==> src/hw/rtl/multi_pattern_substring_matcher_unit_macros.svh <==
// Assertion helpers for the RTL of the substring matcher.
// Each macro takes a label, a clock, an active-low reset, an antecedent
// and a consequent.
`ifndef MULTI_PATTERN_SUBSTRING_MATCHER_UNIT_MACROS_SVH
`define MULTI_PATTERN_SUBSTRING_MATCHER_UNIT_MACROS_SVH

`ifndef SYNTHESIS

// The consequent holds in the same cycle as the antecedent.
`define MPSM_ASSERT_SAME(label, clk, rst_n, ante, cons) \
	label: assert property (@(posedge clk) disable iff (!(rst_n)) (ante) |-> (cons)) \
		else $error("assertion failed");

// The consequent holds in the cycle after the antecedent.
`define MPSM_ASSERT_NEXT(label, clk, rst_n, ante, cons) \
	label: assert property (@(posedge clk) disable iff (!(rst_n)) (ante) |=> (cons)) \
		else $error("assertion failed");

`else

`define MPSM_ASSERT_SAME(label, clk, rst_n, ante, cons)
`define MPSM_ASSERT_NEXT(label, clk, rst_n, ante, cons)

`endif

`endif

==> src/hw/rtl/mpsm_pkg.sv <==
`timescale 1ns / 1ps

package mpsm_pkg;

	localparam int CHAR_W    = 8;
	localparam int PATTERN_W = 64;
	localparam int LEN_W     = 4;
	localparam int LENGTHS_W = 16;
	localparam int COUNT_W   = 3;
	localparam int SEEN_W    = 3;
	localparam int CFG_IDX_W = 3;

	// Configuration register indexes.
	localparam logic [CFG_IDX_W-1:0] CFG_PATTERN_WORD_0   = 3'd0;
	localparam logic [CFG_IDX_W-1:0] CFG_PATTERN_WORD_1   = 3'd1;
	localparam logic [CFG_IDX_W-1:0] CFG_PATTERN_WORD_2   = 3'd2;
	localparam logic [CFG_IDX_W-1:0] CFG_PATTERN_WORD_3   = 3'd3;
	localparam logic [CFG_IDX_W-1:0] CFG_PATTERN_LENGTHS  = 3'd4;
	localparam logic [CFG_IDX_W-1:0] CFG_ACTIVE_COUNT     = 3'd5;

endpackage

==> src/hw/rtl/mpsm_slot_cmp.sv <==
`timescale 1ns / 1ps

module mpsm_slot_cmp #(
	parameter int MAX_PATTERN_BYTES = 8,
	parameter int HIST_SIZE         = 7
) (
	input  logic [mpsm_pkg::PATTERN_W-1:0]        pattern_word,
	input  logic [mpsm_pkg::LEN_W-1:0]            pattern_len,
	input  logic [mpsm_pkg::CHAR_W-1:0]           cur_byte,
	input  logic [HIST_SIZE*mpsm_pkg::CHAR_W-1:0] history,
	input  logic [mpsm_pkg::SEEN_W-1:0]           bytes_seen,
	output logic                                  hit
);

	logic [mpsm_pkg::CHAR_W-1:0] window [MAX_PATTERN_BYTES];
	logic [MAX_PATTERN_BYTES:1]  eq;
	logic [mpsm_pkg::LEN_W:0]    avail;

	// Window byte k is the byte k positions before the current one.
	always_comb begin
		window[0] = cur_byte;
		for (int k = 1; k < MAX_PATTERN_BYTES; k++) begin
			window[k] = history[(k-1)*mpsm_pkg::CHAR_W +: mpsm_pkg::CHAR_W];
		end
	end

	// One comparator group per candidate length, so every index is constant.
	always_comb begin
		for (int l = 1; l <= MAX_PATTERN_BYTES; l++) begin
			eq[l] = 1'b1;
			for (int j = 0; j < l; j++) begin
				if (pattern_word[j*mpsm_pkg::CHAR_W +: mpsm_pkg::CHAR_W] != window[l-1-j]) begin
					eq[l] = 1'b0;
				end
			end
		end
	end

	assign avail = (mpsm_pkg::LEN_W+1)'(bytes_seen) + (mpsm_pkg::LEN_W+1)'(1);

	// An empty pattern always hits; a length above the window never does.
	always_comb begin
		hit = (pattern_len == '0);
		for (int l = 1; l <= MAX_PATTERN_BYTES; l++) begin
			if (pattern_len == mpsm_pkg::LEN_W'(l)) begin
				hit = eq[l] && (avail >= (mpsm_pkg::LEN_W+1)'(l));
			end
		end
	end

endmodule

==> src/hw/rtl/multi_pattern_substring_matcher_unit.sv <==
`timescale 1ns / 1ps
// An item is registered in the input register when it is accepted and compared
// while it is held there; the result of a line is registered in the output
// register when its last item moves on from the input register.
// Throughput: one item per cycle. An item that ends a line waits in the input
// register only while the result of the previous line is still held.
// Reset clears the configuration registers, the line state except the history and both valid flags.

`include "multi_pattern_substring_matcher_unit_macros.svh"

module multi_pattern_substring_matcher_unit #(
	parameter int MAX_PATTERN_BYTES = 8,
	parameter int PATTERN_SLOTS     = 4
) (
	input  logic                                clk,
	input  logic                                arst_n,
	input  logic                                in_valid,
	output logic                                in_ready,
	input  logic [mpsm_pkg::CHAR_W-1:0]         char_byte,
	input  logic                                has_char,
	input  logic                                end_of_line,
	output logic                                out_valid,
	input  logic                                out_ready,
	output logic                                line_matches,
	input  logic                                cfg_valid,
	output logic                                cfg_ready,
	input  logic [mpsm_pkg::CFG_IDX_W-1:0]      cfg_index,
	input  logic [mpsm_pkg::PATTERN_W-1:0]      cfg_data
);

	localparam int HIST_DEPTH = MAX_PATTERN_BYTES - 1;
	localparam int HIST_SIZE  = (HIST_DEPTH > 0) ? HIST_DEPTH : 1;

	// Configuration registers.
	logic [mpsm_pkg::PATTERN_W-1:0]             pattern_q [PATTERN_SLOTS];
	logic [PATTERN_SLOTS*mpsm_pkg::LEN_W-1:0]   lengths_q;
	logic [mpsm_pkg::COUNT_W-1:0]               active_q;

	// Input register.
	logic                                       valid_s1;
	logic [mpsm_pkg::CHAR_W-1:0]                char_s1;
	logic                                       has_char_s1;
	logic                                       eol_s1;

	// Line state.
	logic [HIST_SIZE*mpsm_pkg::CHAR_W-1:0]      history_q;
	logic [mpsm_pkg::SEEN_W-1:0]                seen_q;
	logic                                       found_q;

	// Output register.
	logic                                       out_valid_q;
	logic                                       line_matches_q;

	logic [PATTERN_SLOTS-1:0]                   hits;
	logic [PATTERN_SLOTS-1:0]                   slot_en;
	logic                                       found_next;
	logic                                       advance;

	assign cfg_ready = 1'b1;

	always_ff @(posedge clk or negedge arst_n) begin
		if (!arst_n) begin
			for (int s = 0; s < PATTERN_SLOTS; s++) begin
				pattern_q[s] <= '0;
			end
			lengths_q <= '0;
			active_q  <= '0;
		end else if (cfg_valid && cfg_ready) begin
			for (int s = 0; s < PATTERN_SLOTS; s++) begin
				if (cfg_index == mpsm_pkg::CFG_IDX_W'(s)) begin
					pattern_q[s] <= cfg_data;
				end
			end
			if (cfg_index == mpsm_pkg::CFG_PATTERN_LENGTHS) begin
				lengths_q <= cfg_data[PATTERN_SLOTS*mpsm_pkg::LEN_W-1:0];
			end
			if (cfg_index == mpsm_pkg::CFG_ACTIVE_COUNT) begin
				active_q <= cfg_data[mpsm_pkg::COUNT_W-1:0];
			end
		end
	end

	// The held item moves on unless it ends a line while a result still waits.
	assign advance  = valid_s1 && (!eol_s1 || !out_valid_q || out_ready);
	assign in_ready = !valid_s1 || advance;

	always_ff @(posedge clk or negedge arst_n) begin
		if (!arst_n) begin
			valid_s1 <= 1'b0;
		end else if (in_ready) begin
			valid_s1 <= in_valid;
		end
	end

	always_ff @(posedge clk) begin
		if (in_ready && in_valid) begin
			char_s1     <= char_byte;
			has_char_s1 <= has_char;
			eol_s1      <= end_of_line;
		end
	end

	generate
		for (genvar s = 0; s < PATTERN_SLOTS; s++) begin : g_slot
			mpsm_slot_cmp #(
				.MAX_PATTERN_BYTES(MAX_PATTERN_BYTES),
				.HIST_SIZE        (HIST_SIZE)
			) u_slot_cmp (
				.pattern_word(pattern_q[s]),
				.pattern_len (lengths_q[s*mpsm_pkg::LEN_W +: mpsm_pkg::LEN_W]),
				.cur_byte    (char_s1),
				.history     (history_q),
				.bytes_seen  (seen_q),
				.hit         (hits[s])
			);
			assign slot_en[s] = (active_q > mpsm_pkg::COUNT_W'(s));
		end
	endgenerate

	assign found_next = found_q || (has_char_s1 && |(hits & slot_en));

	always_ff @(posedge clk or negedge arst_n) begin
		if (!arst_n) begin
			seen_q  <= '0;
			found_q <= 1'b0;
		end else if (advance) begin
			if (eol_s1) begin
				seen_q  <= '0;
				found_q <= 1'b0;
			end else begin
				found_q <= found_next;
				if (has_char_s1 && (seen_q < mpsm_pkg::SEEN_W'(HIST_DEPTH))) begin
					seen_q <= seen_q + mpsm_pkg::SEEN_W'(1);
				end
			end
		end
	end

	// History contents beyond seen_q are never compared, so no clear is needed.
	always_ff @(posedge clk) begin
		if (advance && has_char_s1) begin
			for (int k = HIST_SIZE - 1; k > 0; k--) begin
				history_q[k*mpsm_pkg::CHAR_W +: mpsm_pkg::CHAR_W] <=
					history_q[(k-1)*mpsm_pkg::CHAR_W +: mpsm_pkg::CHAR_W];
			end
			history_q[0 +: mpsm_pkg::CHAR_W] <= char_s1;
		end
	end

	always_ff @(posedge clk or negedge arst_n) begin
		if (!arst_n) begin
			out_valid_q <= 1'b0;
		end else if (advance && eol_s1) begin
			out_valid_q <= 1'b1;
		end else if (out_ready) begin
			out_valid_q <= 1'b0;
		end
	end

	always_ff @(posedge clk) begin
		if (advance && eol_s1) begin
			line_matches_q <= found_next;
		end
	end

	assign out_valid    = out_valid_q;
	assign line_matches = line_matches_q;

	`MPSM_ASSERT_NEXT(a_line_end_gives_result, clk, arst_n, advance && eol_s1, out_valid_q)
	`MPSM_ASSERT_NEXT(a_line_end_clears_state, clk, arst_n, advance && eol_s1,
		(seen_q == '0) && !found_q)
	`MPSM_ASSERT_NEXT(a_found_is_sticky, clk, arst_n, found_q && !(advance && eol_s1), found_q)
	`MPSM_ASSERT_NEXT(a_empty_line_no_match, clk, arst_n,
		advance && eol_s1 && !has_char_s1 && (seen_q == '0), !line_matches_q)

endmodule

==> config.mk <==
export PLATFORM = sky130hd
export DESIGN_NAME = multi_pattern_substring_matcher_unit
export DESIGN_NICKNAME = d
export VERILOG_FILES = /design/src/hw/rtl/mpsm_pkg.sv /design/src/hw/rtl/mpsm_slot_cmp.sv /design/src/hw/rtl/multi_pattern_substring_matcher_unit.sv
export VERILOG_INCLUDE_DIRS = /design/src /design/src/hw/rtl
export SDC_FILE = /design/constraint.sdc
export NUM_CORES = 1
export LEC_CHECK = 0
export BUFFER_PORTS_ARGS = -buffer_cell sky130_fd_sc_hd__buf_2
export CAP_MARGIN = 20
export CORE_UTILIZATION = 40
export CTS_CLUSTER_SIZE = 8
export DETAILED_ROUTE_END_ITERATION = 6
export PLACE_DENSITY = 0.55
export SLEW_MARGIN = 10
export SYNTH_ARGS = -nofsm -noshare
export SYNTH_HDL_FRONTEND = slang
export SYNTH_SLANG_ARGS = --single-unit
==> constraint.sdc <==
create_clock -name clk -period 2.75 [get_ports clk]
set_clock_uncertainty 0.15 [all_clocks]
set_input_delay 0.55 -clock clk [delete_from_list [all_inputs] [get_ports clk]]
set_output_delay 0.55 -clock clk [all_outputs]
set_load 0.02 [all_outputs]
### Word level (Yosys, flattened, before mapping)

Index checks and enable logic that the tools add are counted.

* equal/unequal tests: 181
* magnitude comparators: 13
* bitwise logic cells: 1
* reductions and logical operators: 60
* muxes and demuxes: 181
* add/sub/neg operators: 2

Operators with widths (number)
* != test 8 bit: 144
* two-way mux 1 bit: 179
* == test 4 x 3 -> 1 bit (second input constant): 16
* logical AND 1 bit: 38
* == test 4 x 2 -> 1 bit (second input constant): 8
* greater-or-equal comparator 5 x 3 -> 1 bit (second input constant): 4
* == test 4 x 1 -> 1 bit (second input constant): 4
* == test 4 bit (second input constant): 4
* zero test 4 bit: 4
* AND reduction 2 bit: 7
* greater-or-equal comparator 5 x 2 -> 1 bit (second input constant): 2
* == test 3 x 2 -> 1 bit (second input constant): 2
* == test 3 bit (second input constant): 2
* greater-than comparator 3 x 1 -> 1 bit (second input constant): 2
* greater-than comparator 3 x 2 -> 1 bit (second input constant): 2
* two-way mux 3 bit: 2
* greater-or-equal comparator 5 x 1 -> 1 bit (second input constant): 1
* greater-or-equal comparator 5 x 4 -> 1 bit (second input constant): 1
* adder 3 x 1 -> 4 bit (second input constant): 1
* bitwise AND 4 bit: 1
* logical OR 1 bit: 4
* nonzero test 2 bit: 2
* OR reduction 4 bit: 1
* adder 3 x 1 -> 3 bit (second input constant): 1
* other kinds (4): 6

* bits in registers: 348
* logic and storage cells: 453
* output and inout bits: 4

### Longest topological paths before layout

Gate-level depths: netlist (run 1).

* depth after elaboration: 16
* depth in mapped cells: 12

### Cells and area by module

From an unflattened synthesis (run 1), not the netlist that was laid out.

* cell total of the unflattened synthesis: 2633
* area total of the unflattened synthesis: 27652.8 um^2

Modules (own cells, without submodules)
* multi_pattern_substring_matcher_unit: area each 12731.0 um^2, sequential area each 9043.7 um^2, times used 1, cells an instance 692
* mpsm_slot_cmp (g_slot[2].u_slot_cmp ...): area each 3714.8 um^2, sequential area each 0.0 um^2, times used 2, cells an instance 484
* mpsm_slot_cmp (g_slot[1].u_slot_cmp): area each 3748.6 um^2, sequential area each 0.0 um^2, times used 1, cells an instance 489
* mpsm_slot_cmp (g_slot[0].u_slot_cmp): area each 3743.6 um^2, sequential area each 0.0 um^2, times used 1, cells an instance 484

### Least setup slack after synthesis (run 1)

OpenSTA, ideal clock, no wires.

* kind: reg-to-reg
* from: register seen_q[0] (netlist bit)
* to: register line_matches_q, in the netlist line_matches (data pin)
* stages on the path, launching flop included: 12
* data arrival time: 2385 ps
* period minus slack after synthesis: 2796 ps
* slack: -46 ps
* path buffers: 0
* library setup time: 261 ps
* cell sequence: dfrtp_1 inv_1 ha_1 nor2b_1 a2111oi_4 nor4_1 a22oi_1 o311a_1 a31o_1 o221ai_2 a211oi_2 nor2_1

* cells in the longest elaborated chain, start to end: 15
* elaborated cells on any way between the ends: 77
* those cells by class: add/sub: 1; order compare: 8; mux: 32; bitwise: 1; reduce/logical: 35

RTL lines
* start: declaration: line multi_pattern_substring_matcher_unit.sv:47 `logic [mpsm_pkg::SEEN_W-1:0] seen_q;`
* start signal: assignment: line multi_pattern_substring_matcher_unit.sv:133 `seen_q <= seen_q + mpsm_pkg::SEEN_W'(1);`
* adder 3 x 1 -> 4 bit (*): line mpsm_slot_cmp.sv:39 `assign avail = (mpsm_pkg::LEN_W+1)'(bytes_seen) + (mpsm_pkg::LEN_W+1)'(1);`
* greater-or-equal comparator 5 x 1 -> 1 bit: line mpsm_slot_cmp.sv:46 `hit = eq[l] && (avail >= (mpsm_pkg::LEN_W+1)'(l));`
* logical AND 1 bit: line mpsm_slot_cmp.sv:46
* two-way mux 1 bit (8 in a row): line mpsm_slot_cmp.sv:45 `if (pattern_len == mpsm_pkg::LEN_W'(l)) begin`
* bitwise AND 4 bit (*): line multi_pattern_substring_matcher_unit.sv:120 `assign found_next = found_q || (has_char_s1 && |(hits & slot_en));`
* OR reduction 4 bit (*): line multi_pattern_substring_matcher_unit.sv:120
* logical AND 1 bit (*): line multi_pattern_substring_matcher_unit.sv:120
* logical OR 1 bit (*): line multi_pattern_substring_matcher_unit.sv:120
* net found_next: line multi_pattern_substring_matcher_unit.sv:56 `logic found_next;`
* end signal: assignment: line multi_pattern_substring_matcher_unit.sv:162 `line_matches_q <= found_next;`
* end: declaration: line multi_pattern_substring_matcher_unit.sv:52 `logic line_matches_q;`

The timed path passes the listed nets; every way through them passes the cells marked *.
A chain may end at the register's enable or synchronous reset.

### Worst setup path after layout (run 1)

* from: register char_s1[0] (netlist bit)
* to: register found_q

* cells in the longest elaborated chain, start to end: 16
* elaborated cells on any way between the ends: 133
* those cells by class: eq/ne: 32; mux: 65; bitwise: 1; reduce/logical: 35

RTL lines
* start: declaration: line multi_pattern_substring_matcher_unit.sv:41 `logic [mpsm_pkg::CHAR_W-1:0] char_s1;`
* start signal: assignment: line multi_pattern_substring_matcher_unit.sv:97 `char_s1 <= char_byte;`
* != test 8 bit: line mpsm_slot_cmp.sv:32 `if (pattern_word[j*mpsm_pkg::CHAR_W +: mpsm_pkg::CHAR_W] != window[l-1-j]) begin`
* two-way mux 1 bit: line mpsm_slot_cmp.sv:32
* logical AND 1 bit: line mpsm_slot_cmp.sv:46
* two-way mux 1 bit (8 in a row): line mpsm_slot_cmp.sv:45
* bitwise AND 4 bit (*): line multi_pattern_substring_matcher_unit.sv:120
* OR reduction 4 bit (*): line multi_pattern_substring_matcher_unit.sv:120
* logical AND 1 bit (*): line multi_pattern_substring_matcher_unit.sv:120
* logical OR 1 bit (*): line multi_pattern_substring_matcher_unit.sv:120
* two-way mux 1 bit (*): line multi_pattern_substring_matcher_unit.sv:127 `if (eol_s1) begin`
* end signal: assignment: line multi_pattern_substring_matcher_unit.sv:131 `found_q <= found_next;`
* end: declaration: line multi_pattern_substring_matcher_unit.sv:48 `logic found_q;`

Every way passes the cells marked *; elsewhere a longest branch is shown, timed or not.

==> summary.md, run 1 <==
| Metric | Value |
|---|---|
| XOR/XNOR share of the synthesized area | 37.30% |
| Worst endpoint required time | 3.14 ns |
| Fin crit period | 3.117 ns |
| # clock sinks | 348 |
| Final core utilization | 55.64% |
| Power Dens Cells | 719.5 nW/µm² |
| Hold Path End | pattern_q[164] |
| Clk Latency, worst-skew pair | 0.63 ns |
| Path category of the worst min-delay check | in2reg |
| Final Wtd Congestion | 1.121 |
| # rows | 94 |
| Clock Path Buffers | 3 |
| Starting Density | 40.78% |
| Syn_nets | 2710 |
| Largest net degree at the start of global routing | 65 |
| Slowest stage cell, crit path | edfxtp_1 |
| Synthesized cell area | 27050 µm² |
| Die Y-Extent | 262.0 µm |
| Worst Hold Launch | cfg_data[36] |
| Largest stage delay on the critical path | 0.43 ns |
| Vias per Instance | 6.232 |
| Post-Synth Adder-Cell Area | 0.1850% |
| R2R cell count | 15 |
| Arrival @ worst endpoint | 3.51 ns |
| CTS clk-pin slew, worst paths | 0.05 ns |
| CTS buffer count | 51 |
| WL final | 167.6 mm |
| Filler cells | 5792 |
| Run status | finished, violations left |
| TritonCTS clock tree | done |
| Worst R2R End | found_q |
| Primary FF master, synth | dfrtp_1 |
| Die width | 262.0 µm |
| Synthesis warning total | 0 |
| Failing checks | negative setup slack |
| Max-Cap Viols | 0 |
| Crit path kind | reg2reg |
| Vias in the first global route | 25870 |
| Crit path launch type | register |
| Die area | 68670 µm² |
| Residual DRC count | 0 |
| Synthesis-to-finish area growth | 36.44% |
| Worst reg-to-reg setup slack | -0.37 ns |
| WL per Instance | 40.25 µm |
| Core Region | 66330 µm² |
| H-tree levels | 2 |
| Worst slew margin | 44.31% |
| Grt total ovfl | 0 |
| Drt first pass iters | 5 |
| Initial antenna violation count | 12 |
| Post-synthesis mux area share | 11.45% |
| Leak pwr | 14.74 nW |
| Synthesized area per cell | 10.31 µm² |
| Cells along the critical path | buf_12 -> buf_12 -> buf_12 -> xnor2_1 -> nand4_1 -> nor4_2 -> buf_4 -> nand4_1 -> o211ai_1 -> nor3_2 -> buf_4 -> o221ai_2 -> a211oi_2 -> buf_4 -> nor3_4 |
| Setup violators final | 2 |
| Post-Syn Instances | 2624 |
| Seq/Total Area, Yosys | 33.43% |
| Reg2reg start | char_s1[0] |
| Gr usage total | 48.66% |
| Largest family of logic cells by synthesized area | XOR/XNOR gates |
| Count of input and output buffers | 84 |
| Most common cell after layout, fill and taps aside | xnor2_1 |
| EDFF count, synth | 67 |
| Part of the cycle the worst path needs | 113.3% |
| CP Max Fanout | 5 |
| Synth Area in Compound Gates | 1.448% |
| Worst vdd ir | 0.5219 mV |
| Share of layout cells above drive strength 1 | 39.59% |
| Fraction of the mapped netlist area in simple logic gates | 10.59% |
| Count of state elements after synthesis | 348 |
| Final worst slack | -0.3668 ns |
| Post-DRT Antenna Nets | 0 |
| Pre-CTS setup slack | -0.7414 ns |
| Least-Margin Pin Slew | 0.8354 ns |
| Post-synth ARST share | 80.75% |
| Most frequent cells in the layout | 682 x xnor2_1, 672 x buf_4, 463 x xor2_1, 278 x dfrtp_1, 275 x mux2_2 |
| RSZ-0062 raised after global routing | yes |
| Top Ports | 86 |
| Endpoints failing hold | 0 |
| Crit. End Element | register |
| Synth unique cells | 60 |
| Root Buffer | clkbuf_16 |
| Achievable Freq | 0.3208 GHz |
| Hold Path Cell Cnt | 2 |
| Vias | 25950 |
| Final Max Slew Viols | 0 |
| Initial DRC Count | 3368 |
| Post-DP HPWL | 126.6 mm |
| First-pass GRT wire length | 222.4 mm |
| Final nets | 3346 |
## cell type report
class | count | area (µm²) | area share [%]
clock inverter | 4 | 57.56 | 0.1559
antenna | 11 | 27.53 | 0.07458
tap | 864 | 1081 | 2.929
inverter | 7 | 26.28 | 0.07119
clock buffer | 78 | 1418 | 3.841
sequential | 348 | 9047 | 24.51
multi-input combinational | 1947 | 17000 | 46.05
timing repair buffer | 905 | 8254 | 22.37
## layer usage
metal | GRT usage (%) | vias up | share of wire (%)
met3 | 13.14 | 811 | 11
met1 | 55.88 | 12920 | 35
li1 | - | 10180 | -
met5 | 0 | - | 0.032
met2 | 72.76 | 2028 | 43
met4 | 47.01 | 8 | 12
## cell families (layout without fill, tap and decap cells)
group	Yosys count	count (layout)
other	1	12
AOI/OAI and AO/OA	49	49
muxes	275	275
adders and majority gates	4	4
and+or+nand+nor	466	466
xor gates and xnor gates	1152	1152
buffers and inverters	329	994
DFF	348	348
## worst max path at each step
stage,startpoint,endpoint,slack (ns)
after floorplan,seen_q[0],line_matches,0.04
after global placement,seen_q[0],found_q,-0.78
after detailed placement,seen_q[0],found_q,-0.74
after CTS,seen_q[1],found_q,-0.25
after global routing,char_s1[0],found_q,-0.47
final,char_s1[0],found_q,-0.37
## critical path: cells and delay by family (launching register included)
kind / cells / cell delay, ns
AOI/OAI and AO/OA: 3 / 0.51
xor gates and xnor gates: 1 / 0.20
buffers and inverters: 6 / 0.92
DFF: 1 / 0.43
and+or+nand+nor: 5 / 0.80
## power by group
part / leakage, nW / internal [mW] / switching, mW
clock network: 0.712 / 3.51 / 2.63
registers: 4.01 / 6.23 / 1.81
logic: 10.0 / 5.99 / 6.38
total: 14.7 / 15.7 / 10.8
## cell usage after synthesis, types with 2 or more instances
cell type    n  share of area (%)
xnor2_1    688                 22
nor4b_1      3              0.097
nor3_1      27               0.50
buf_4       14               0.39
and2_1       3              0.069
and3b_1      2              0.065
mux2_2     275                 11
nor4bb_1     5               0.19
nand3_1     26               0.48
buf_2      115                2.1
nor4_1     146                3.4
edfxtp_1    67                7.4
buf_1       49               0.68
o21ai_1      2              0.037
nor2b_1      4              0.092
nand3b_1     3              0.083
xor2_1     464                 15
a21oi_1      5              0.092
clkbuf_8     2               0.10
nand2_1     18               0.25
dfrtp_1    281                 26
and4b_1      2              0.074
buf_6        4               0.17
a2111oi_0   14               0.45
nor2_1      10               0.14
ha_1         4               0.19
clkbuf_1   132                1.8
nand4b_1     9               0.29
inv_1        7              0.097
nand4_1    197                4.6
nor3b_1      3              0.083
clkbuf_2     4              0.074
buf_8        2               0.11
nor3_2       2              0.074
a31oi_1      2              0.046
o21ai_0      9               0.17
## state kept, by name, summed over array words and instances (netlist names)
| name | cells |
|---|---|
| active_q | 3 |
| char_s1 | 8 |
| eol_s1 | 1 |
| found_q | 1 |
| has_char_s1 | 1 |
| history_q | 56 |
| lengths_q | 16 |
| line_matches | 1 |
| out_valid | 1 |
| pattern_q | 256 |
| seen_q | 3 |
| valid_s1 | 1 |
## metrics by stage
stage / hold WS [ns] / power [mW] / TNS (ns) / instances / instance area (µm²)
floorplan: 0.1044 / 13.17 / 0 / 2624 / 27060
global placement: 0.3599 / 19.61 / -1.453 / 4028 / 34510
detailed placement: 0.3665 / 19.68 / -1.442 / 4028 / 34510
CTS: 0.1312 / 26.00 / -0.4915 / 4130 / 36520
global route: 0.1498 / 27.04 / -0.8806 / 4153 / 36880
finish: 0.1566 / 26.56 / -0.7284 / 4164 / 36910
## what timing repair did
item,CTS,global route
gates resized for setup,71,25
endpoints found under the setup margin,2,2
pin swaps,27,9
hold endpoints to repair,47,0
buffers inserted,8,22
hold buffers,13,0
gates cloned,0,1
(Power assumes the default switching activity.)
==> run 2, diff against run 1 <==
--- a/config.mk
+++ b/config.mk
@@ -11,7 +11,7 @@
 export CORE_UTILIZATION = 40
 export CTS_CLUSTER_SIZE = 8
 export DETAILED_ROUTE_END_ITERATION = 6
-export PLACE_DENSITY = 0.55
+export PLACE_DENSITY_LB_ADDON = 0.15
 export SLEW_MARGIN = 10
 export SYNTH_ARGS = -nofsm -noshare
 export SYNTH_HDL_FRONTEND = slang
==> summary.md, run 2 (same netlist as run 1, synthesis figures left out) <==
| Metric | Value |
|---|---|
| Run status | finished, violations left (unchanged) |
| Failing checks | negative setup slack (unchanged) |
| Residual DRC count | 0 (unchanged) |
| Final worst slack | -0.5118 ns (was -0.3668 ns) |
| Fin crit period | 3.262 ns (was 3.117 ns) |
| Crit path launch | seen_q[0] (was char_s1[0]) |
| # clock sinks | 348 (unchanged) |
| Worst endpoint required time | 2.96 ns (was 3.14 ns) |
| Least-Margin Pin Slew | 0.9478 ns (was 0.8354 ns) |
| # rows | 94 (unchanged) |
| Top routing layer used | met5 (unchanged) |
| Vias in the first global route | 25170 (was 25870) |
| Count of input and output buffers | 84 (unchanged) |
| Die width | 262.0 µm (unchanged) |
| Largest net degree at the start of global routing | 65 (unchanged) |
| Met3 WL | 16.04 mm (was 17.73 mm) |
| RSZ-0062 raised after global routing | yes (unchanged) |
| Final Power | 26.01 mW (was 26.56 mW) |
| Max-Cap Viols | 0 (unchanged) |
| Power Dens Cells | 728.5 nW/µm² (was 719.5 nW/µm²) |
| CP Max Fanout | 4 (was 5) |
| Worst Hold Launch | out_ready (was cfg_data[36]) |
| CTS buffer count | 52 (was 51) |
| Top flop regs | pattern_q: 256 flops, history_q: 56 flops, lengths_q: 16 flops (unchanged) |
| Drt first pass iters | 5 (unchanged) |
| Crit path launch type | register (unchanged) |
| Crit. End Element | register (unchanged) |
| Most common cell after layout, fill and taps aside | xnor2_1 (unchanged) |
| Part of the cycle the worst path needs | 118.6% (was 113.3%) |
| Area after DPL | 33830 µm² (was 34510 µm²) |
| Vias per Instance | 6.204 (was 6.232) |
| Vias | 25050 (was 25950) |
| Clk Latency, worst-skew pair | 0.62 ns (was 0.63 ns) |
| Starting Density | 40.78% (unchanged) |
| Final Wtd Congestion | 1.131 (was 1.121) |
| Core Region | 66330 µm² (unchanged) |
| Path category of the worst min-delay check | in2reg (unchanged) |
| Die Y-Extent | 262.0 µm (unchanged) |
| Endpoints failing hold | 0 (unchanged) |
| Root Buffer | clkbuf_16 (unchanged) |
| First-pass GRT wire length | 216.1 mm (was 222.4 mm) |
| WL final | 162.2 mm (was 167.6 mm) |
| Initial antenna violation count | 10 (was 12) |
| Crit path kind | reg2reg (unchanged) |
| Clock Path Buffers | 3 (unchanged) |
| Grt total ovfl | 0 (unchanged) |
| Most frequent cells in the layout | 687 x xnor2_1, 558 x buf_4, 464 x xor2_1, 280 x dfrtp_1, 275 x mux2_2 (was 682 x xnor2_1, 672 x buf_4, 463 x xor2_1, 278 x dfrtp_1, 275 x mux2_2) |
| Leak pwr | 14.08 nW (was 14.74 nW) |
| WL met2 | 71.27 mm (was 71.55 mm) |
| CTS clk-pin slew, worst paths | 0.06 ns (was 0.05 ns) |
| Arrival @ worst endpoint | 3.47 ns (was 3.51 ns) |
| Setup TNS | -1.022 ns (was -0.7284 ns) |
| TritonCTS clock tree | done (unchanged) |
| WL per Instance | 40.19 µm (was 40.25 µm) |
| Initial DRC Count | 3118 (was 3368) |
| H-tree levels | 2 (unchanged) |
| Gr usage total | 47.16% (was 48.66%) |
| Most flops, register | pattern_q (unchanged) |
| Die area | 68670 µm² (unchanged) |
| Synthesis-to-finish area growth | 32.01% (was 36.44%) |
| Post-DP HPWL | 125.3 mm (was 126.6 mm) |
| Final Max Slew Viols | 0 (unchanged) |
| Post-DRT Antenna Nets | 0 (unchanged) |
| Design Area, Final | 35710 µm² (was 36910 µm²) |
| Worst slew margin | 36.23% (was 44.31%) |
| Reg2reg start | seen_q[0] (was char_s1[0]) |
| Worst vdd ir | 0.5872 mV (was 0.5219 mV) |
| Largest register FFs | 256 (unchanged) |
| Pre-CTS setup slack | -0.6973 ns (was -0.7414 ns) |
| Final nets | 3222 (was 3346) |
| Metal-1 WL | 58.72 mm (was 58.26 mm) |
| Top Ports | 86 (unchanged) |
| Achievable Freq | 0.3066 GHz (was 0.3208 GHz) |
| Setup violators final | 2 (unchanged) |
| Share of layout cells above drive strength 1 | 36.18% (was 39.59%) |
## run 2: cell types whose count changed in the layout (fill, tap and decap cells not counted), sizes merged
cell / previous run / this run
inv: 8 / 7
dlygate4sd3: 13 / 12
diode: 11 / 8
clkbuf: 79 / 77
clkinv: 3 / 5
buf: 891 / 768
bufinv: 0 / 1
## run 2: layout make-up
cell class | count | area, µm²
clock buffer | 77 | 1488
sequential | 348 | 9045
tap | 864 | 1081
multi-input combinational | 1947 | 16720
inverter | 7 | 26.28
fill | 5961 | 30620
clock inverter | 6 | 66.31
antenna | 8 | 20.02
timing repair buffer | 780 | 7262
## run 2: through the flow
stage                     hold slack (ns)  util (%)  instances
after floorplan                    0.1044         -       2624
after global placement             0.3315     51.00       3932
after detailed placement           0.3373     51.00       3932
after global routing              0.04563     53.81       4030
final                             0.03060     53.83       4037
after CTS                         0.02726     53.80       4029
## run 2: critical path, cell delays in order, from the launching register on
cell       delay, ns
dfrtp_2         0.42
inv_2           0.07
buf_4           0.14
ha_1            0.23
a2111oi_4       0.59
buf_12          0.22
nor4_4          0.04
nand4_1         0.09
nand3_2         0.12
nor3_4          0.30
nand4_1         0.26
a211oi_2        0.31
nor2_1          0.07
## run 2: power breakdown
part | switching [mW] | total [mW] | internal [mW] | leakage, nW
Sequential | 1.94 | 8.17 | 6.23 | 4.01
Combinational | 5.98 | 11.5 | 5.53 | 9.31
Clock | 2.57 | 6.33 | 3.77 | 0.759
Total | 10.5 | 26.0 | 15.5 | 14.1
## run 2: final timing paths
| kind | to | slack (ns) | cells after the start |
|---|---|---|---|
| max | line_matches | -0.51 | 12 |
| min | out_valid | 0.03 | 2 |
| max reg2reg | line_matches | -0.51 | 12 |
| min reg2reg | history_q[17] | 0.36 | 0 |
| max in group asynchronous | pattern_q[128] | 1.35 | 3 |
| min in group asynchronous | pattern_q[82] | 0.30 | 2 |
## run 2: routing by layer
| layer | vias to the layer above | global-route usage, % |
|---|---|---|
| met5 | - | 0.2083 |
| met4 | 2 | 38.87 |
| met3 | 720 | 11.71 |
| met2 | 1825 | 72.81 |
| met1 | 12550 | 55.41 |
| li1 | 9949 | - |
## run 2: repair_timing
item / 4_1_cts / 5_1_grt
resized for setup: 35 / 0
endpoints found under the setup margin: 2 / 2
setup buffers: 2 / 0
hold buffers: 12 / 0
pin swaps: 10 / 2
endpoints found under the hold margin: 40 / 0
